### src/rtl/usd_pkg.sv
// ----------------------------------------------------------------------------
// usd_pkg: shared types and constants of the utf stream decoder
// item layouts, encoding codes, status codes, unit lengths and utf-8 lead thresholds
// ----------------------------------------------------------------------------
`default_nettype none

package usd_pkg;

    // encoding register codes
    localparam logic [2:0] ENC_UTF8     = 3'd0;
    localparam logic [2:0] ENC_UTF16_BE = 3'd1;
    localparam logic [2:0] ENC_UTF16_LE = 3'd2;
    localparam logic [2:0] ENC_UTF32_BE = 3'd3;
    localparam logic [2:0] ENC_UTF32_LE = 3'd4;

    // input item kinds
    localparam logic KIND_DATA = 1'b0;
    localparam logic KIND_END  = 1'b1;

    // result status codes
    localparam logic [1:0] ST_CHAR      = 2'd0;
    localparam logic [1:0] ST_END_CLEAN = 2'd1;
    localparam logic [1:0] ST_END_TRUNC = 2'd2;

    // utf-8 lead byte thresholds
    localparam logic [7:0] LEAD6 = 8'hfc;
    localparam logic [7:0] LEAD5 = 8'hf8;
    localparam logic [7:0] LEAD4 = 8'hf0;
    localparam logic [7:0] LEAD3 = 8'he0;
    localparam logic [7:0] LEAD2 = 8'hc0;
    localparam logic [7:0] CONT_MASK = 8'h3f;

    // unit lengths of the fixed width encodings
    localparam logic [2:0] LEN_UTF16 = 3'd2;
    localparam logic [2:0] LEN_UTF32 = 3'd4;

    localparam int CP_W = 31;

    typedef struct packed {
        logic       kind;
        logic [7:0] data_byte;
    } in_item_t;

    typedef struct packed {
        logic [CP_W-1:0] code_point;
        logic [1:0]      status;
    } out_item_t;

endpackage

`default_nettype wire

### src/rtl/utf_stream_decoder.sv
// ----------------------------------------------------------------------------
// utf_stream_decoder: byte stream to code point decoder
// utf-8 (legacy 31-bit form), utf-16 (units, surrogates not paired) and utf-32 in either byte order
// ----------------------------------------------------------------------------
// a result enters the result register, or the skid register while that one is held
// throughput: one byte item per cycle while byte_ready is high; decode is one shift
// and mask pass between the accepted item and the state and result registers
// a two-entry output (result register plus skid register) lets an item be taken
// while a result waits; byte_ready drops only while the skid register is full
// reset: encoding returns to utf-8, no unit in progress, both output entries empty
`default_nettype none

module utf_stream_decoder
(
    input  wire                  clk,
    input  wire                  rst_n,

    input  wire                  byte_valid,
    output logic                 byte_ready,
    input  wire usd_pkg::in_item_t byte_item,

    output logic                 cp_valid,
    input  wire                  cp_ready,
    output usd_pkg::out_item_t   cp_item,

    input  wire                  cfg_we,
    input  wire  [2:0]           cfg_data
);

    localparam int CW = usd_pkg::CP_W;

    // configuration and unit state
    logic [2:0]    enc_reg,    enc_next;
    logic [2:0]    needed_reg, needed_next;
    logic [2:0]    seen_reg,   seen_next;
    logic [CW-1:0] acc_reg,    acc_next;

    // output entries
    logic               out_valid_reg,  out_valid_next;
    logic               skid_valid_reg, skid_valid_next;
    usd_pkg::out_item_t out_reg,        out_next;
    usd_pkg::out_item_t skid_reg,       skid_next;

    // decode step
    logic               accept;
    logic               res_valid;
    usd_pkg::out_item_t res;
    logic [7:0]         b;
    logic [2:0]         unit_len;
    logic [2:0]         seen_base;
    logic [CW-1:0]      acc_base;
    logic               out_take;

    assign byte_ready = !skid_valid_reg;
    assign accept     = byte_valid && byte_ready;
    assign b          = byte_item.data_byte;
    assign out_take   = out_valid_reg && cp_ready;
    assign cp_valid   = out_valid_reg;
    assign cp_item    = out_reg;

    always_comb
    begin
        enc_next    = enc_reg;
        needed_next = needed_reg;
        seen_next   = seen_reg;
        acc_next    = acc_reg;
        res_valid   = 1'b0;
        res         = '{code_point: '0, status: usd_pkg::ST_CHAR};
        unit_len    = usd_pkg::LEN_UTF16;
        seen_base   = seen_reg;
        acc_base    = acc_reg;

        if (accept)
        begin
            if (byte_item.kind == usd_pkg::KIND_END)
            begin
                // close the stream; only an open utf-8 sequence counts as cut short
                res_valid     = 1'b1;
                res.status    = (enc_reg == usd_pkg::ENC_UTF8 && needed_reg != 3'd0) ?
                                usd_pkg::ST_END_TRUNC : usd_pkg::ST_END_CLEAN;
                needed_next   = '0;
                seen_next     = '0;
                acc_next      = '0;
            end
            else
            begin
                case (enc_reg)
                    usd_pkg::ENC_UTF8:
                    begin
                        if (needed_reg == 3'd0)
                        begin
                            // lead byte sets the length and the payload bits
                            seen_next = 3'd1;
                            if (b >= usd_pkg::LEAD6)
                            begin
                                needed_next = 3'd6;
                                acc_next    = CW'(b[0]);
                            end
                            else if (b >= usd_pkg::LEAD5)
                            begin
                                needed_next = 3'd5;
                                acc_next    = CW'(b[1:0]);
                            end
                            else if (b >= usd_pkg::LEAD4)
                            begin
                                needed_next = 3'd4;
                                acc_next    = CW'(b[2:0]);
                            end
                            else if (b >= usd_pkg::LEAD3)
                            begin
                                needed_next = 3'd3;
                                acc_next    = CW'(b[3:0]);
                            end
                            else if (b >= usd_pkg::LEAD2)
                            begin
                                needed_next = 3'd2;
                                acc_next    = CW'(b[4:0]);
                            end
                            else
                            begin
                                // ascii and stray continuation bytes pass as themselves
                                seen_next      = '0;
                                res_valid      = 1'b1;
                                res.code_point = CW'(b);
                            end
                        end
                        else
                        begin
                            acc_next  = {acc_reg[CW-7:0], b[5:0] & usd_pkg::CONT_MASK[5:0]};
                            seen_next = seen_reg + 3'd1;
                            if (seen_next >= needed_reg)
                            begin
                                res_valid      = 1'b1;
                                res.code_point = acc_next;
                                needed_next    = '0;
                                seen_next      = '0;
                                acc_next       = '0;
                            end
                        end
                    end

                    usd_pkg::ENC_UTF16_BE, usd_pkg::ENC_UTF16_LE,
                    usd_pkg::ENC_UTF32_BE, usd_pkg::ENC_UTF32_LE:
                    begin
                        unit_len = (enc_reg == usd_pkg::ENC_UTF16_BE ||
                                    enc_reg == usd_pkg::ENC_UTF16_LE) ?
                                   usd_pkg::LEN_UTF16 : usd_pkg::LEN_UTF32;
                        if (needed_reg == 3'd0)
                        begin
                            seen_base = '0;
                            acc_base  = '0;
                        end
                        if (enc_reg == usd_pkg::ENC_UTF16_BE ||
                            enc_reg == usd_pkg::ENC_UTF32_BE)
                        begin
                            acc_next = {acc_base[CW-9:0], b};
                        end
                        else
                        begin
                            // bit 31 of a utf-32 unit falls off the top
                            acc_next = acc_base | (CW'(b) << {seen_base[1:0], 3'b000});
                        end
                        seen_next   = seen_base + 3'd1;
                        needed_next = unit_len;
                        if (seen_next >= unit_len)
                        begin
                            res_valid      = 1'b1;
                            res.code_point = acc_next;
                            needed_next    = '0;
                            seen_next      = '0;
                            acc_next       = '0;
                        end
                    end

                    default:
                    begin
                        // unused encoding codes drop data bytes
                        res_valid = 1'b0;
                    end
                endcase
            end
        end

        // register write abandons any unit in progress
        if (cfg_we)
        begin
            enc_next    = cfg_data;
            needed_next = '0;
            seen_next   = '0;
            acc_next    = '0;
        end
    end

    // output entries: result register in front, skid register behind it
    always_comb
    begin
        out_valid_next  = out_valid_reg;
        skid_valid_next = skid_valid_reg;
        out_next        = out_reg;
        skid_next       = skid_reg;

        if (skid_valid_reg)
        begin
            if (out_take)
            begin
                out_next        = skid_reg;
                skid_valid_next = 1'b0;
            end
        end
        else if (res_valid)
        begin
            if (!out_valid_reg || out_take)
            begin
                out_next       = res;
                out_valid_next = 1'b1;
            end
            else
            begin
                skid_next       = res;
                skid_valid_next = 1'b1;
            end
        end
        else if (out_take)
        begin
            out_valid_next = 1'b0;
        end
    end

    always_ff @(posedge clk or negedge rst_n)
    begin
        if (!rst_n)
        begin
            enc_reg        <= usd_pkg::ENC_UTF8;
            needed_reg     <= '0;
            seen_reg       <= '0;
            acc_reg        <= '0;
            out_valid_reg  <= 1'b0;
            skid_valid_reg <= 1'b0;
        end
        else
        begin
            enc_reg        <= enc_next;
            needed_reg     <= needed_next;
            seen_reg       <= seen_next;
            acc_reg        <= acc_next;
            out_valid_reg  <= out_valid_next;
            skid_valid_reg <= skid_valid_next;
        end
    end

    always_ff @(posedge clk)
    begin
        out_reg  <= out_next;
        skid_reg <= skid_next;
    end

endmodule

`default_nettype wire
### config.mk
export PLATFORM = sky130hd
export DESIGN_NAME = utf_stream_decoder
export DESIGN_NICKNAME = d
export VERILOG_FILES = /design/src/rtl/usd_pkg.sv /design/src/rtl/utf_stream_decoder.sv
export SDC_FILE = /design/constraint.sdc
export NUM_CORES = 1
export LEC_CHECK = 0
export BUFFER_PORTS_ARGS = -buffer_cell sky130_fd_sc_hd__buf_2
export CORE_AREA = 10 10 126 128
export DETAILED_ROUTE_END_ITERATION = 8
export DIE_AREA = 0 0 136 138
export PLACE_DENSITY = 0.63
export SLEW_MARGIN = 30
export SYNTH_ARGS = -nofsm -noshare
export SYNTH_HDL_FRONTEND = slang
export SYNTH_SLANG_ARGS = --single-unit
### constraint.sdc
create_clock -name clk -period 6.4 [get_ports clk]
set_clock_uncertainty 0.1 [all_clocks]
set_input_delay 0.64 -clock clk [delete_from_list [all_inputs] [get_ports clk]]
set_output_delay 0.64 -clock clk [all_outputs]
set_load 0.05 [all_outputs]
# [After elaboration in Yosys (flattened, before gate mapping)]
# Cells that the tools add are included.
[totals] ff_bits=108 latch_bits=0 mem_bits_rw=0 romBits=0 inputBits=17 output_inout_bits=35 word_cells=135 mem_count=0
[op_classes] add_sub_neg=2 n_mul=0 n_div=0 order_cmp=7 eq_ne=8 n_shift=1 mux=81 bitwise_logic=3 reduce_logical=23
[op_table] op="$mux 31" count=20
[op_table] op="$mux 33" count=5
[op_table] op="$pmux 31 s2" count=2
[op_table] op="$mux 3" count=22
[op_table] op="$ge 8x8->1 const B" count=5
[op_table] op="$mux 8" count=5
[op_table] op="$or 31x31->31" count=1
[op_table] op="$shl 8x5->31" count=1
[op_table] op="$mux 1" count=22
[op_table] op="$pmux 3 s2" count=2
[op_table] op="$reduce_and 3->1" count=4
[op_table] op="$ne 9x9->1 const B" count=1
[op_table] op="$reduce_bool 2->1" count=4
[op_table] op="$add 3x1->3 const B" count=2
[op_table] op="$eq 3x2->1 const B" count=2
[op_table] op="$ge 3x3->1" count=2
[op_table] op="$logic_not 3->1" count=2
[op_table] op="$ne 5x3->1 const B" count=1
[op_table] op="$mux 2" count=2
[op_table] op="$ne 2x1->1 const B" count=2
[op_table] op="$reduce_and 4->1" count=1
[op_table] op="$reduce_bool 4->1" count=1
[op_table] op="$reduce_or 4->1" count=1
[op_table] op="$eq 3x1->1 const B" count=1
[op_table] op="other kinds (8)" count=14

# [Longest topological paths before layout]
# Gate-level depths: netlist of the first run.
[depth] word_depth=15 ltp_mapped=13 depth_no_buf=9

# [Least setup slack after synthesis of the first run]
# OpenSTA, ideal clock, no wires.
[synth_timing] kind="register to register" startpoint="reg seen_reg[0]" endpoint="reg skid_reg[0] (netlist bit), enable pin" setup_time_ps=518 arrival_time_ps=5694 required_ps=5782 path_slack_ps=88 stages_incl_launch_ff=13 n_path_buf=3 period_less_slack_ps=6312 path_cell_list="dfrtp_1 clkbuf_1 clkbuf_1 nand2_1 xor2_1 nor2_1 ha_1 and3_1 a221o_1 buf_6 and2_4 nor3_1 nor4b_1"
[synth_between] elab_chain_cells=11 word_cells_on_any_way=15 cone_classes="add/sub: 2; order compare: 2; mux: 10; reduce/logical: 1"
[synth_lines] element="from (decl)" line_no="utf_stream_decoder.sv:35" source="logic [2:0] seen_reg, seen_next;"
[synth_lines] element="from (signal assigned)" line_no="utf_stream_decoder.sv:244" source="seen_reg <= seen_next;"
[synth_lines] element="$mux 3" line_no="utf_stream_decoder.sv:148" source="if (needed_reg == 3'd0)"
[synth_lines] element="$mux 3" line_no="utf_stream_decoder.sv:87" source="case (enc_reg)"
[synth_lines] element="$mux 3" line_no="utf_stream_decoder.sv:75" source="if (byte_item.kind == usd_pkg::KIND_END)"
[synth_lines] element="$mux 3" line_no="utf_stream_decoder.sv:73" source="if (accept)"
[synth_lines] element="$add 3x1->3" line_no="utf_stream_decoder.sv:163" source="seen_next = seen_base + 3'd1;"
[synth_lines] element="$ge 3x3->1" line_no="utf_stream_decoder.sv:165" source="if (seen_next >= unit_len)"
[synth_lines] element="$mux 1" line_no="utf_stream_decoder.sv:165"
[synth_lines] element="$pmux 1 s2 *" line_no="utf_stream_decoder.sv:87"
[synth_lines] element="$mux 1 *" line_no="utf_stream_decoder.sv:75"
[synth_lines] element="$mux 1 *" line_no="utf_stream_decoder.sv:73"
[synth_lines] element="$reduce_and 3->1 (no line) *"
[synth_lines] element="to (signal assigned)" line_no="utf_stream_decoder.sv:254" source="skid_reg <= skid_next;"
[synth_lines] element="to (decl)" line_no="utf_stream_decoder.sv:42" source="usd_pkg::out_item_t skid_reg, skid_next;"
# Every way passes the cells marked *; elsewhere a longest branch is shown, timed or not. The select of a mux whose other input is x is not followed.
# A chain may end at the register's enable or synchronous reset.

# [Worst setup path after layout of the first run]
[layout_timing] startpoint="reg seen_reg[0]" endpoint="reg skid_reg[25] (netlist bit), enable pin"
# Same word-level chain as after synthesis.

==> results of run 1 <==
## critical path: cells and delay by family, from the launching register on
kind	cells	cell delay (ns)
AOI/OAI and AO/OA	1	0.52
and+or+nand+nor	6	1.04
adders and majority gates	1	0.33
buffers and inverters	1	0.43
DFF	1	0.95
xor gates and xnor gates	1	0.18
## kinds of logic after synthesis
| logic type | Yosys count |
|---|---|
| AO/OA/AOI/OAI | 194 |
| AND/OR/NAND/NOR | 188 |
| flip-flops | 108 |
| buffers and inverters | 73 |
| multiplexers | 9 |
| adder cells (fa/ha/maj) | 6 |
| XOR/XNOR | 3 |
## power by group through the flow
stage               clock (mW)  sequential (mW)  combinational [mW]
floorplan                    0             1.13               0.304
global placement             0            0.913               0.679
detailed placement           0            0.915               0.699
CTS                      0.536            0.901               0.698
global route             0.565            0.910               0.746
finish                   0.526            0.900               0.698
## layout make-up
type | instances | area, sq um
clock buffers | 13 | 250
clock inverters | 3 | 21.3
fillers | 1272 | 6950
inverters | 23 | 86.3
multi-input cells | 400 | 2610
flip-flops and latches | 108 | 3030
well taps | 180 | 225
repair buffers | 59 | 325
## worst max path at each step
stage	end
2_1_floorplan	skid_reg[0]
3_3_place_gp	cp_item[28]
3_5_place_dp	cp_item[28]
4_1_cts	cp_item[25]
5_1_grt	cp_item[25]
6_report	skid_reg[25]
## cell usage in the layout (no fill, tap or decap), types with 12 or more instances in the layout
cell type  netlist  final
a21o_1          31     31
a21oi_1         28     27
a22o_1          22     22
a22oi_1         16     16
a31oi_1         17     17
buf_2           12     50
dfrtp_1         42     42
edfxtp_1        66     66
inv_1           23     23
nand2_1         54     54
nand3_1         44     44
nand3b_1        17     17
nor2_1          15     15
nor3b_1         20     20
o21ai_0         32     31
o21ai_1         11     12
## metal layers
layer	share of wire [%]	wire, um	global-route usage [%]
met5	0	0	0
met4	2.7	437	8.02
met3	6.6	1090	3.08
met2	46	7640	27.1
met1	44	7320	23.7
==> impl_metrics.env, run 1 <==
export IMPL_status="completed"
export IMPL_synth_xor_area_share_pct=0.444
export IMPL_cts_setup_buffers=0
export IMPL_clk_path_buf_depth=2
export IMPL_drc=0
export IMPL_ys_warn_count=0
export IMPL_synth_compound_area_share_pct=22.4
export IMPL_startpoint="seen_reg[0]"
export IMPL_synth_edf_count=66
export IMPL_avgRoutedWirePerCell_um=21.0
export IMPL_grt_pass1_wl_mm=26.5
export IMPL_synth_top_area_cell="edfxtp_1"
export IMPL_setup_viol=0
export IMPL_path_clk_slew_ns=0.07
export IMPL_io_pins=52
export IMPL_p_per_area_nw_per_um2=324
export IMPL_wl_mm=16.5
export IMPL_rsz0062_at_grt="false"
export IMPL_drt_iter0_drc=593
export IMPL_min_period_over_period_pct=61.5
export IMPL_nets=624
export IMPL_final_cell_area_sq_um=6550
export IMPL_slew_headroom_pct=33.0
export IMPL_power_internal_mw=1.30
export IMPL_antenna_found_initial=0
export IMPL_cp_arrival_ns=3.84
export IMPL_die_h_um=138
export IMPL_finalMaxSlewViolations=0
export IMPL_synth_top_family_by_area="compound AO/OA/AOI/OAI gates"
export IMPL_coreArea_sq_um=13500
export IMPL_synth_cell_types=59
export IMPL_fmax_mhz=254
export IMPL_hold_viol=0
export IMPL_ys_seq_area_share_pct=51.2
export IMPL_synth_top_area_share_pct=33.5
export IMPL_tightest_slew_ns=1.00
export IMPL_synth_area_leaders="edfxtp_1 (33%), dfrtp_1 (18%), a21o_1 (3.9%), nand3_1 (3.7%), nand2_1 (3.4%)"
export IMPL_place_gp_congestion=0.913
export IMPL_syn_num_nets=604
export IMPL_port_buffers=51
export IMPL_area_delta_synth_final_pct=10.6
export IMPL_firstDrtPassIters=5
export IMPL_fp_row_count=43
export IMPL_drive_gt1_share_pct=15.8
export IMPL_clock_latency_ns=0.36
export IMPL_r2r_start="seen_reg[0]"
export IMPL_hpwl_mm=11.3
export IMPL_required_ns=6.31
export IMPL_p_sw_share_pct=38.9
export IMPL_ctsHoldBuffers=0
export IMPL_p_clk_share_pct=24.7
export IMPL_end_kind="register"
export IMPL_synth_mux_area_share_pct=1.58
export IMPL_min_path_type="in -> async"
export IMPL_ys_seq_elements=108
export IMPL_initial_core_util_pct=43.9
export IMPL_placed_cells=769
export IMPL_gr_total_overflow=0
export IMPL_ant_nets=0
export IMPL_cp_max_fo=33
export IMPL_ys_async_sr_fraction_pct=38.9
export IMPL_synthAdderAreaFrac_pct=1.27
export IMPL_switchingPower_mw=0.827
export IMPL_fin_ws_ns=2.47
export IMPL_synth_simple_area_share_pct=17.9
export IMPL_syn_instance_count=581
export IMPL_rr_worst_depth=10
export IMPL_fin_cells=786
export IMPL_rr_endpoint="skid_reg[25]"
export IMPL_grt_max_degree=43
export IMPL_die_area_sq_um=18800
export IMPL_track_usage_pct=17.7
export IMPL_cts_repair_resized=0
export IMPL_numCtsBuffers=9
export IMPL_synth_main_ff_cell="edfxtp_1"
export IMPL_holdWs_ns=0.178
export IMPL_final_util_pct=48.5
export IMPL_crit_slowest_cell="dfrtp_1"
export IMPL_place_ws_ns=2.10
export IMPL_cts_tree="done"
export IMPL_p_leak_nw=2.51
export IMPL_worst_r2r_setup_slack_ns=2.47
export IMPL_vdd_ir_drop_worst_mv=0.113
export IMPL_drv_cap=0
export IMPL_cts_sinks=108
export IMPL_power_frac_seq_pct=42.4
export IMPL_grt_pass1_vias=4700
export IMPL_synth_most_common_cell="edfxtp_1"
export IMPL_crit_chain="nand2_1 -> xor2_1 -> nor2_1 -> ha_1 -> and3_1 -> a221o_2 -> and2_4 -> nor3_1 -> nor4b_2 -> buf_4"
export IMPL_syn_avg_cell_area_sq_um=10.2
export IMPL_place_area_sq_um=6270
export IMPL_antenna_cells=0
export IMPL_fp_dieW_um=136
export IMPL_tns_ns=0
export IMPL_cts_root_buffer="clkbuf_16"
export IMPL_p_comb_share_pct=32.9
export IMPL_via_per_inst=6.15
export IMPL_htree_levels=3
export IMPL_synth_common_cells="edfxtp_1 (66), nand2_1 (54), nand3_1 (44)"
export IMPL_vias=4832
export IMPL_critical_path_class="reg -> reg"
export IMPL_cpPeakStageDelay_ns=0.95
export IMPL_p_total_mw=2.12
export IMPL_period_needed_ns=3.93
export IMPL_netlist_area_sq_um=5920
export IMPL_startpoint_type="register"
Power figures use the tool's default switching activity.
==> run 2: changes to the inputs <==
- ABC_AREA: unset -> 1
- CORE_AREA: 10 10 126 128 -> 10 10 130 132
- DIE_AREA: 0 0 136 138 -> 0 0 140 142
- clock period: 6.4 -> 3.5 ns (I/O delays scaled with it)
==> run 2 against run 1 <==
Against the previous run: die area grew 5.9%; largest power group unchanged; first-iteration DRC count rose by 12%; synthesized area up 7.2%; final cell count increased by 36%; global-route usage decreased by 0.14 points; cell area is 7.5% higher; maximum frequency is 23% higher; sequential cell count unchanged; worst setup slack got worse by 2.2 ns; synthesized cell count grew 46%.
==> impl_metrics.env, run 2 <==
export IMPL_cts_root_buffer="clkbuf_16"
export IMPL_placed_cells=1053
export IMPL_p_leak_nw=3.59
export IMPL_netlist_area_sq_um=6350
export IMPL_nets=904
export IMPL_via_per_inst=5.37
export IMPL_synth_top_area_share_pct=31.2
export IMPL_firstDrtPassIters=5
export IMPL_die_h_um=142
export IMPL_startpoint_type="register"
export IMPL_initial_core_util_pct=44.4
export IMPL_synth_edf_count=66
export IMPL_synth_main_ff_cell="edfxtp_1"
export IMPL_grt_pass1_wl_mm=28.2
export IMPL_multi_input_area_sq_um=2750
export IMPL_required_ns=3.52
export IMPL_cts_tree="done"
export IMPL_ys_seq_area_share_pct=47.8
export IMPL_synth_common_cells="nand2_1 (336), inv_1 (74), edfxtp_1 (66)"
export IMPL_ys_warn_count=0
export IMPL_fp_dieW_um=140
export IMPL_fin_ws_ns=0.311
export IMPL_critical_path_class="reg -> reg"
export IMPL_area_delta_synth_final_pct=10.9
export IMPL_slew_headroom_pct=51.8
export IMPL_syn_avg_cell_area_sq_um=7.50
export IMPL_fin_cells=1070
export IMPL_coreArea_sq_um=14300
export IMPL_min_delay_path_depth=3
export IMPL_tightest_slew_ns=0.722
export IMPL_ys_seq_elements=108
export IMPL_cts_sinks=108
export IMPL_synth_cell_types=37
export IMPL_htree_levels=3
export IMPL_numCtsBuffers=9
export IMPL_syn_num_nets=870
export IMPL_path_clk_slew_ns=0.07
export IMPL_avgRoutedWirePerCell_um=16.7
export IMPL_clk_path_buf_depth=2
export IMPL_tns_ns=0
export IMPL_drc=0
export IMPL_final_seq_area_sq_um=3030
export IMPL_period_needed_ns=3.19
export IMPL_drt_iter0_drc=665
export IMPL_fmax_mhz=314
export IMPL_rsz0062_at_grt="false"
export IMPL_grt_max_degree=43
export IMPL_antenna_found_initial=0
export IMPL_min_path_type="in -> reg"
export IMPL_min_period_over_period_pct=91.1
export IMPL_synth_area_leaders="edfxtp_1 (31%), nand2_1 (20%), dfrtp_1 (17%), nand3_1 (5.1%), inv_1 (4.4%)"
export IMPL_rr_worst_depth=13
export IMPL_grt_pass1_vias=5309
export IMPL_hold_viol=0
export IMPL_drv_cap=0
export IMPL_nFillCells=1453
export IMPL_synth_top_area_cell="edfxtp_1"
export IMPL_die_area_sq_um=19900
export IMPL_antenna_cells=0
export IMPL_final_cell_mix="nand2_1 (335), inv_1 (74), edfxtp_1 (66)"
export IMPL_status="completed"
export IMPL_p_per_area_nw_per_um2=409
export IMPL_fp_row_count=44
export IMPL_vdd_ir_drop_worst_mv=0.218
export IMPL_port_buffers=51
export IMPL_setup_viol=0
export IMPL_clock_latency_ns=0.36
export IMPL_io_pins=52
export IMPL_final_common_cell="nand2_1"
export IMPL_cts_setup_buffers=0
export IMPL_hpwl_mm=12.2
export IMPL_ant_nets=0
export IMPL_track_usage_pct=17.5
export IMPL_end_kind="register"
export IMPL_wl_mm=17.9
export IMPL_synth_most_common_cell="nand2_1"
export IMPL_syn_instance_count=847
export IMPL_cp_max_fo=19
export IMPL_place_ws_ns=0.198
export IMPL_ys_async_sr_fraction_pct=38.9
export IMPL_finalMaxSlewViolations=0
export IMPL_cp_arrival_ns=3.21
export IMPL_drive_gt1_share_pct=12.8
export IMPL_vias=5751
export IMPL_gr_total_overflow=0
export IMPL_place_gp_congestion=0.927
==> run 2: changes by cell type in the layout (fill, tap and decap cells not counted), sizes merged, moves of 21 or more <==
cell   delta
nor3b    -22
a21o     -31
a22o     -22
o21ai    +25
inv      +63
nand3    +21
nand2   +289
nor2     +41
==> run 2: repair_timing <==
item / CTS / global route
hold buffers: 1 / 0
endpoints found under the hold margin: 42 / 0
endpoints found under the setup margin: 0 / 12
gates resized for setup: 0 / 2
==> run 2: cells by family (layout without fill, tap and decap cells) <==
logic type	after synthesis	after routing	synth area share, %
flip-flops	108	108	47.8
XOR/XNOR	1	1	0.138
AND/OR/NAND/NOR	489	489	31.8
AO/OA/AOI/OAI	115	115	9.95
adder cells (fa/ha/maj)	6	6	1.18
buffers and inverters	128	167	9.14
==> run 2: routing by layer <==
layer | vias to the layer above | part of all wire, % | global-route usage (%)
met5 | - | 0 | 0
met4 | 0 | 2.8 | 8.26
met3 | 39 | 9.1 | 3.94
met2 | 279 | 44 | 26.2
met1 | 2621 | 44 | 23.6
li1 | 2812 | - | -
==> run 2: critical path, cell delays in order (launching register included) <==
cell	delay (ns)
dfrtp_2	0.53
ha_1	0.21
xor2_1	0.21
ha_1	0.29
nand2_1	0.08
nand2_1	0.05
nor2_1	0.15
nand2_2	0.31
nand2_2	0.27
nand2_1	0.25
nand3_1	0.13
o21ai_0	0.17
nand2_1	0.15
nand2_1	0.05
==> run 2: layout make-up <==
type | count | area share [%]
tap | 184 | 3.27
multi-input combinational | 611 | 39.1
clock buffer | 10 | 3.25
clock inverter | 6 | 1.01
sequential | 108 | 43.1
timing repair buffer | 66 | 5.65
inverter | 85 | 4.67
==> run 2: per-stage QoR <==
stage	hold slack (ns)	power (mW)	area [sq um]	utilization [%]
finish	0.0871	2.88	7040	49.2
global placement	0.363	1.83	6730	47.0
CTS	0.0841	2.88	7040	49.2
detailed placement	0.298	1.83	6730	47.0
floorplan	-0.0456	1.71	6360	-
global route	0.100	2.98	7040	49.2
==> run 2: power breakdown <==
part	internal, mW	switching (mW)	leakage (nW)	total [mW]
clock	0.564	0.496	0.145	1.06
sequential	1.35	0.00543	1.19	1.35
combinational	0.116	0.355	2.25	0.471
total	2.03	0.857	3.59	2.88
==> run 2: worst paths after layout <==
| check | startpoint | end | slack, ns |
|---|---|---|---|
| max | seen_reg[1] | cp_item[5] | 0.31 |
| min reg2reg | acc_reg[0] | acc_reg[0] | 0.38 |
| min | cfg_data[1] | enc_reg[1] | 0.09 |
| min in group asynchronous | rst_n | acc_reg[0] | 0.42 |
| max in group asynchronous | rst_n | seen_reg[1] | 2.42 |
| max reg2reg | seen_reg[1] | cp_item[5] | 0.31 |
